$ cat src/design/blps_pkg.sv
// shared types and constants for the button and led panel scanner
`default_nettype none

package blps_pkg;

    // width of the item kind field
    localparam int KIND_W = 2;

    // item kinds
    typedef enum logic [KIND_W-1:0] {
        KIND_TICK      = 2'd0,
        KIND_LED_WRITE = 2'd1,
        KIND_CLEAR     = 2'd2
    } t_kind;

    // decoded per-item controls handed to the state unit
    typedef struct packed {
        logic tick;
        logic led_write;
        logic clear;
    } t_step_ctl;

endpackage

`default_nettype wire

$ cat src/design/blps_debounce.sv
// two-bit vertical counter debouncer, one counter per button
`default_nettype none

module blps_debounce #(
    parameter int BUTTON_COUNT = 5
) (
    input  wire logic [BUTTON_COUNT-1:0] i_level,
    input  wire logic [BUTTON_COUNT-1:0] i_cnt_lo,
    input  wire logic [BUTTON_COUNT-1:0] i_cnt_hi,
    input  wire logic [BUTTON_COUNT-1:0] i_pressed,
    output logic      [BUTTON_COUNT-1:0] o_level,
    output logic      [BUTTON_COUNT-1:0] o_cnt_lo,
    output logic      [BUTTON_COUNT-1:0] o_cnt_hi,
    output logic      [BUTTON_COUNT-1:0] o_rise
);

    logic [BUTTON_COUNT-1:0] diff;
    logic [BUTTON_COUNT-1:0] flip;

    // buttons that disagree with their debounced level keep counting
    assign diff     = i_level ^ i_pressed;
    assign o_cnt_lo = ~(i_cnt_lo & diff);
    assign o_cnt_hi = o_cnt_lo ^ (i_cnt_hi & diff);

    // a counter that wraps flips the debounced level
    assign flip    = diff & o_cnt_lo & o_cnt_hi;
    assign o_level = i_level ^ flip;
    assign o_rise  = o_level & flip;

endmodule

`default_nettype wire

$ cat src/design/blps_state.sv
// panel state: led pattern, scan position, debouncer and sticky press status
`default_nettype none

module blps_state #(
    parameter int LED_COUNT    = 8,
    parameter int BUTTON_COUNT = 5,
    parameter int DATA_W       = 8
) (
    input  wire logic                     i_clk,
    input  wire logic                     i_rst_n,
    input  wire logic                     i_en,
    input  wire blps_pkg::t_step_ctl      i_ctl,
    input  wire logic [BUTTON_COUNT-1:0]  i_pins,
    input  wire logic [DATA_W-1:0]        i_data,
    output logic      [LED_COUNT-1:0]     o_drive,
    output logic      [BUTTON_COUNT-1:0]  o_status,
    output logic      [LED_COUNT-1:0]     o_led
);

    localparam int POS_W = $clog2(LED_COUNT);
    localparam logic [POS_W-1:0] POS_LAST = POS_W'(LED_COUNT - 1);

    logic [LED_COUNT-1:0]    r_pattern;
    logic [POS_W-1:0]        r_pos;
    logic                    r_phase;
    logic [BUTTON_COUNT-1:0] r_level;
    logic [BUTTON_COUNT-1:0] r_cnt_lo;
    logic [BUTTON_COUNT-1:0] r_cnt_hi;
    logic [BUTTON_COUNT-1:0] r_sticky;

    logic [LED_COUNT-1:0]    n_pattern;
    logic [POS_W-1:0]        n_pos;
    logic                    n_phase;
    logic [BUTTON_COUNT-1:0] n_level;
    logic [BUTTON_COUNT-1:0] n_cnt_lo;
    logic [BUTTON_COUNT-1:0] n_cnt_hi;
    logic [BUTTON_COUNT-1:0] n_sticky;

    logic [BUTTON_COUNT-1:0] db_level;
    logic [BUTTON_COUNT-1:0] db_cnt_lo;
    logic [BUTTON_COUNT-1:0] db_cnt_hi;
    logic [BUTTON_COUNT-1:0] db_rise;
    logic [LED_COUNT-1:0]    scan_bit;

    // debouncer on the active-high pressed levels
    blps_debounce #(
        .BUTTON_COUNT (BUTTON_COUNT)
    ) u_debounce (
        .i_level   (r_level),
        .i_cnt_lo  (r_cnt_lo),
        .i_cnt_hi  (r_cnt_hi),
        .i_pressed (~i_pins),
        .o_level   (db_level),
        .o_cnt_lo  (db_cnt_lo),
        .o_cnt_hi  (db_cnt_hi),
        .o_rise    (db_rise)
    );

    // one-hot select of the led at the current scan position
    assign scan_bit = {{(LED_COUNT-1){1'b0}}, 1'b1} << r_pos;

    // next state for the item in hand
    always_comb begin
        n_pattern = r_pattern;
        n_pos     = r_pos;
        n_phase   = r_phase;
        n_level   = r_level;
        n_cnt_lo  = r_cnt_lo;
        n_cnt_hi  = r_cnt_hi;
        n_sticky  = r_sticky;
        o_drive   = '0;
        if (i_ctl.tick) begin
            o_drive = r_pattern & scan_bit;
            n_pos   = (r_pos == POS_LAST) ? '0 : r_pos + 1'b1;
            n_phase = ~r_phase;
            // buttons sampled on every second tick
            if (r_phase) begin
                n_level  = db_level;
                n_cnt_lo = db_cnt_lo;
                n_cnt_hi = db_cnt_hi;
                n_sticky = r_sticky | db_rise;
            end
        end else if (i_ctl.led_write) begin
            n_pattern = i_data[LED_COUNT-1:0];
        end else if (i_ctl.clear) begin
            n_sticky = r_sticky & ~i_data[BUTTON_COUNT-1:0];
        end
    end

    // results show the state after the item
    assign o_status = n_sticky;
    assign o_led    = n_pattern;

    // state registers
    always_ff @(posedge i_clk) begin
        if (!i_rst_n) begin
            r_pattern <= '0;
            r_pos     <= '0;
            r_phase   <= 1'b0;
            r_level   <= '0;
            r_cnt_lo  <= '1;
            r_cnt_hi  <= '1;
            r_sticky  <= '0;
        end else if (i_en) begin
            r_pattern <= n_pattern;
            r_pos     <= n_pos;
            r_phase   <= n_phase;
            r_level   <= n_level;
            r_cnt_lo  <= n_cnt_lo;
            r_cnt_hi  <= n_cnt_hi;
            r_sticky  <= n_sticky;
        end
    end

`ifndef ASSERT_OFF
    // new press bits appear only on a tick
    a_sticky_only_on_tick: assert property (@(posedge i_clk) disable iff (!i_rst_n)
        !(i_en && i_ctl.tick) |=> ((r_sticky & ~$past(r_sticky)) == '0))
        else $error("sticky press bit set outside a tick");

    // scan position stays in range
    a_pos_range: assert property (@(posedge i_clk) disable iff (!i_rst_n)
        r_pos <= POS_LAST)
        else $error("scan position out of range");

    // scan position moves only on a tick
    a_pos_hold: assert property (@(posedge i_clk) disable iff (!i_rst_n)
        !(i_en && i_ctl.tick) |=> $stable(r_pos))
        else $error("scan position moved without a tick");

    // debouncer state changes only on sampling ticks
    a_db_hold: assert property (@(posedge i_clk) disable iff (!i_rst_n)
        !(i_en && i_ctl.tick && r_phase) |=> ($stable(r_level) && $stable(r_cnt_lo)))
        else $error("debouncer changed off a sampling tick");
`endif

endmodule

`default_nettype wire

$ cat src/design/button_led_panel_scanner.sv
// top level of the button and led panel scanner
`default_nettype none

// Each transfer on the input channel is a scan tick, an led pattern write or a
// write-one-to-clear of the button status, and gives exactly one result
// transfer. An item is taken into an input register, worked on against the
// panel state, and its result lands in an output register, so the block
// sustains one item per clock while the output side does not stall. Input
// stall rises only when both registers are full and the output side stalls.
// The led drive shows the pattern bit at the scan position in force before
// the tick; buttons are active low and sampled on every second tick, a press
// becoming stable after four matching samples. The interrupt output is high
// while any status bit is set.
module button_led_panel_scanner #(
    parameter int LED_COUNT    = 8,
    parameter int BUTTON_COUNT = 5
) (
    input  wire logic                              i_clk,
    input  wire logic                              i_rst_n,
    input  wire logic                              i_in_valid,
    output logic                                   o_in_stall,
    input  wire logic [blps_pkg::KIND_W-1:0]       i_kind,
    input  wire logic [BUTTON_COUNT-1:0]           i_button_pins,
    input  wire logic [((LED_COUNT > BUTTON_COUNT) ? LED_COUNT : BUTTON_COUNT)-1:0]
                                                   i_write_data,
    output logic                                   o_out_valid,
    input  wire logic                              i_out_stall,
    output logic      [LED_COUNT-1:0]              o_led_drive,
    output logic      [BUTTON_COUNT-1:0]           o_button_status,
    output logic      [LED_COUNT-1:0]              o_led_register,
    output logic                                   o_host_irq
);

    localparam int DATA_W = (LED_COUNT > BUTTON_COUNT) ? LED_COUNT : BUTTON_COUNT;

    logic                          r_in_valid;
    logic [blps_pkg::KIND_W-1:0]   r_kind;
    logic [BUTTON_COUNT-1:0]       r_pins;
    logic [DATA_W-1:0]             r_data;

    logic                          r_out_valid;
    logic [LED_COUNT-1:0]          r_led_drive;
    logic [BUTTON_COUNT-1:0]       r_status;
    logic [LED_COUNT-1:0]          r_led_reg;

    logic                          out_load;
    logic                          in_load;
    logic                          work_en;
    blps_pkg::t_step_ctl           step_ctl;
    logic [LED_COUNT-1:0]          res_drive;
    logic [BUTTON_COUNT-1:0]       res_status;
    logic [LED_COUNT-1:0]          res_led;

    // pipeline flow control
    assign out_load   = !r_out_valid || !i_out_stall;
    assign in_load    = !r_in_valid || out_load;
    assign work_en    = r_in_valid && out_load;
    assign o_in_stall = !in_load;

    // decode the item kind
    always_comb begin
        step_ctl = '0;
        case (blps_pkg::t_kind'(r_kind))
            blps_pkg::KIND_TICK:      step_ctl.tick      = 1'b1;
            blps_pkg::KIND_LED_WRITE: step_ctl.led_write = 1'b1;
            blps_pkg::KIND_CLEAR:     step_ctl.clear     = 1'b1;
            default:                  step_ctl           = '0;
        endcase
    end

    // input register
    always_ff @(posedge i_clk) begin
        if (!i_rst_n) begin
            r_in_valid <= 1'b0;
        end else if (in_load) begin
            r_in_valid <= i_in_valid;
        end
    end

    always_ff @(posedge i_clk) begin
        if (in_load && i_in_valid) begin
            r_kind <= i_kind;
            r_pins <= i_button_pins;
            r_data <= i_write_data;
        end
    end

    blps_state #(
        .LED_COUNT    (LED_COUNT),
        .BUTTON_COUNT (BUTTON_COUNT),
        .DATA_W       (DATA_W)
    ) u_state (
        .i_clk    (i_clk),
        .i_rst_n  (i_rst_n),
        .i_en     (work_en),
        .i_ctl    (step_ctl),
        .i_pins   (r_pins),
        .i_data   (r_data),
        .o_drive  (res_drive),
        .o_status (res_status),
        .o_led    (res_led)
    );

    // result register
    always_ff @(posedge i_clk) begin
        if (!i_rst_n) begin
            r_out_valid <= 1'b0;
        end else if (out_load) begin
            r_out_valid <= r_in_valid;
        end
    end

    always_ff @(posedge i_clk) begin
        if (work_en) begin
            r_led_drive <= res_drive;
            r_status    <= res_status;
            r_led_reg   <= res_led;
        end
    end

    assign o_out_valid     = r_out_valid;
    assign o_led_drive     = r_led_drive;
    assign o_button_status = r_status;
    assign o_led_register  = r_led_reg;
    assign o_host_irq      = |r_status;

`ifndef ASSERT_OFF
    // a full pipeline with a stalled output holds off new input
    a_full_stall: assert property (@(posedge i_clk) disable iff (!i_rst_n)
        (r_in_valid && r_out_valid && i_out_stall) |-> o_in_stall)
        else $error("input taken while pipeline full and output stalled");

    // a held result is not overwritten
    a_result_hold: assert property (@(posedge i_clk) disable iff (!i_rst_n)
        (r_out_valid && i_out_stall) |=> (r_out_valid && $stable(r_status)))
        else $error("stalled result changed");
`endif

endmodule

`default_nettype wire

$ cat config.mk
export PLATFORM = sky130hd
export DESIGN_NAME = button_led_panel_scanner
export DESIGN_NICKNAME = d
export VERILOG_FILES = /design/src/design/blps_pkg.sv /design/src/design/blps_debounce.sv /design/src/design/blps_state.sv /design/src/design/button_led_panel_scanner.sv
export SDC_FILE = /design/constraint.sdc
export NUM_CORES = 1
export LEC_CHECK = 0
export ABC_AREA = 1
export BUFFER_PORTS_ARGS = -buffer_cell sky130_fd_sc_hd__buf_2
export CAP_MARGIN = 10
export CORE_MARGIN = 2
export CORE_UTILIZATION = 35
export DETAILED_ROUTE_END_ITERATION = 16
export PLACE_DENSITY = 0.51
export SLEW_MARGIN = 25
export SYNTH_ARGS = -nofsm -noshare
export SYNTH_HDL_FRONTEND = slang
export SYNTH_SLANG_ARGS = --single-unit
$ cat constraint.sdc
create_clock -name i_clk -period 1.64 [get_ports i_clk]
set_input_delay 0.328 -clock i_clk [delete_from_list [all_inputs] [get_ports i_clk]]
set_output_delay 0.328 -clock i_clk [all_outputs]
set_load 0.005 [all_outputs]
==> impl_metrics.ini <==
[synth]
netlist_instances = 342
synthFlopType = edfxtp_1
netlist_area_mm2 = 0.00307
synth_fp_nets = 372
synth.distinct_cells = 25
synth_edf_count = 36
syn_area_per_cell_um2 = 8.99
ys_seq_area_share_pct = 57.3
yosysMostFrequentCell = nand2_1
ys_warn_count = 0
synth-seq-cells = 70
ys_top_cells_by_count = nand2_1 (88), inv_1 (57), edfxtp_1 (36)
synth_top_cells_by_area = edfxtp_1 (35%), dfxtp_1 (22%), nand2_1 (11%)
yosysTopAreaCell = edfxtp_1
synth.top_cell.area_share_pct = 35.2
synthArstFlopShare_pct = 0

[finish]
area_growth_pct = 20.1
multiInputGateArea_mm2 = 0.00103
regArea_mm2 = 0.00176
antennaDiodeCount = 0
fillCellCount = 893
nets = 425
drive_gt1_share_pct = 18.5
stdcell_count = 508

[clocking]
cts_buffer_depth = 2
clock-sinks = 70
post_cts_resized = 0
h-tree-depth = 3
clk_latency_ns = 0.34
post-cts-setup-buffers = 0
holdBufCountCts = 0
cts_made_buffers = 9
clk_pin_slew_ns = 0.08
tritoncts = yes
cts_root_buffer = clkbuf_8

[setup_path]
crit_chain = xnor2_1 -> and2_1 -> ha_1 -> nand2_1 -> inv_1 -> nand2_1 -> nand2_1 -> nand2_1 -> inv_1
cp_data_required_time_ns = 1.74
worstSetupEndpointType = flip-flop
reg2reg_setup_slack_ns = 0.18
crit_arrival_ns = 1.56
worstSetupPathType = reg -> reg
cpMostUsedCell = nand2_1
max_stage_delay_ns = 0.40
worst_path_max_delay_cell = edfxtp_1
cp-start-kind = flip-flop
path_max_fanout = 3

[timing]
period_minus_slack_ns = 1.46
fmax_mhz = 686
fin_skew_ns = 0.00993
hold_violations = 0
fin_crit_sh_pct = 88.8
worstMarginPinSlew_ns = 0.385
fin_ws_ns = 0.183
fin_setup_tns_ns = 0
setup_viol = 0
rsz0062_at_grt = false
drv_slew = 0
slew_headroom_pct = 74.3

[floorplanning]
die-width_um = 97.7
start_util_pct = 35.6
ios = 43
die_h_um = 97.7
coreArea_mm2 = 0.00864
rows = 34
die_area_mm2 = 0.00955

[global_route]
grt_pass1_wl_mm = 9.65
grt_pass1_vias = 2065
grt_use_total_pct = 12.9
overflow = 0
antenna_found_initial = 0
grt_start_max_net_pins = 48

[power_and_ir_drop]
p_seq_share_pct = 50.5
pwr_density_cell_mw_per_mm2 = 1050
ir_drop_uv = 399
p_int_mw = 3.04
power_switching_mw = 0.858
pwr-share-clk_pct = 42.7
pwr-share-comb_pct = 6.8
p_leak_nw = 1.74
switching_share_pct = 22.0

[drt]
wl_per_cell_um = 11.5
dr_total_vias = 2217
drt-total-wl_mm = 5.84
drcViolationCount = 0
avgViaCountPerCell = 4.36
ant_nets = 0
dr.pass1.iters = 4
drtIter0Drc = 59

[run]
maxCapViolations = 0

[place]
portBuffers = 42
dpl.cell_count = 492
gp_congestion = 0.780
place_hpwl_mm = 4.05
place_ws_ns = 0.192

[outcome]
status = completed

[hold_path]
hold_class = in -> reg
[flip-flops by register name (all words and copies together) (netlist names)]
name / cells
r_data: 8
u_state.r_cnt_hi: 5
u_state.r_phase: 1
u_state.r_level: 5
r_in_valid: 1
u_state.r_sticky: 5
u_state.r_cnt_lo: 5
o_led_register: 8
o_button_status: 5
u_state.r_pos: 3
u_state.r_pattern: 8
o_out_valid: 1
r_pins: 5
r_kind: 2
o_led_drive: 8
[cell usage in the layout (no fill, tap or decap)]
master / n
dfxtp_1: 34
clkbuf_1: 1
nor2_1: 32
inv_2: 2
and2_1: 4
xnor2_1: 4
o21ai_1: 2
nand3_1: 12
nor2_8: 1
buf_12: 3
a21oi_1: 15
nor3_1: 1
clkbuf_8: 9
inv_1: 57
buf_4: 5
buf_2: 42
o21ai_0: 22
nand2_1: 88
ha_1: 11
clkinvlp_4: 1
edfxtp_1: 36
clkinv_1: 1
nand2_2: 2
clkinv_4: 1
nor2_4: 2
nor4_1: 6
nor2_2: 1
nand2_4: 2
bufinv_16: 3
[critical path, delay by kind of cell, from the launching register on]
family                     cells  cell delay (ns)
DFF                            1             0.40
and+or+nand+nor                5             0.39
adders and majority gates      1             0.18
xor gates and xnor gates       1             0.17
buffers and inverters          2             0.07
[cell families after synthesis]
kind of cell             after synthesis  share of synthesized area (%)
AO/OA/AOI/OAI                         39                           6.35
XOR/XNOR                               4                           1.14
adder cells (fa/ha/maj)               11                           4.48
buffers and inverters                 67                           9.20
flip-flops                            70                           57.3
AND/OR/NAND/NOR                      151                           21.5
[stage by stage]
stage | power, mW | hold WS, ns | area, µm² | utilization [%]
6_report | 3.90 | 0.154 | 3690 | 42.8
5_1_grt | 4.06 | 0.125 | 3690 | 42.8
4_1_cts | 3.95 | 0.134 | 3690 | 42.8
3_5_place_dp | 2.28 | 0.472 | 3460 | 40.0
3_3_place_gp | 2.27 | 0.467 | 3460 | 40.0
2_1_floorplan | 2.16 | 0.427 | 3070 | -
[layout make-up]
cell class              instances  area share, %
flip-flops and latches         70           47.7
multi-input cells             205           27.9
repair buffers                 50           8.33
inverters                      59           6.00
well taps                     108           3.66
clock buffers                  10           3.46
clock inverters                 6           2.98
[layer usage]
| metal | wire length, µm | track usage (%) |
|---|---|---|
| met5 | 0 | 0 |
| met3 | 277 | 5.32 |
| met1 | 2820 | 15.9 |
| met4 | 60 | 3.53 |
| met2 | 2680 | 21.0 |
[final timing paths]
check | depth (start not counted) | start | to
worst min-delay path | 1 | i_write_data[3] | r_data[3]
worst max-delay path | 9 | r_pins[2] | o_button_status[2]
worst min register to register | 2 | u_state.r_cnt_hi[3] | u_state.r_cnt_hi[3]
worst max register to register | 9 | r_pins[2] | o_button_status[2]
[power by group through the flow]
stage	clock (mW)	sequential, mW	combinational (mW)
finish	1.66	1.97	0.265
global route	1.78	1.98	0.304
CTS	1.71	1.97	0.271
detailed placement	0	2.01	0.270
global placement	0	2.01	0.266
floorplan	0	2.00	0.160
Power figures use the tool's default switching activity.
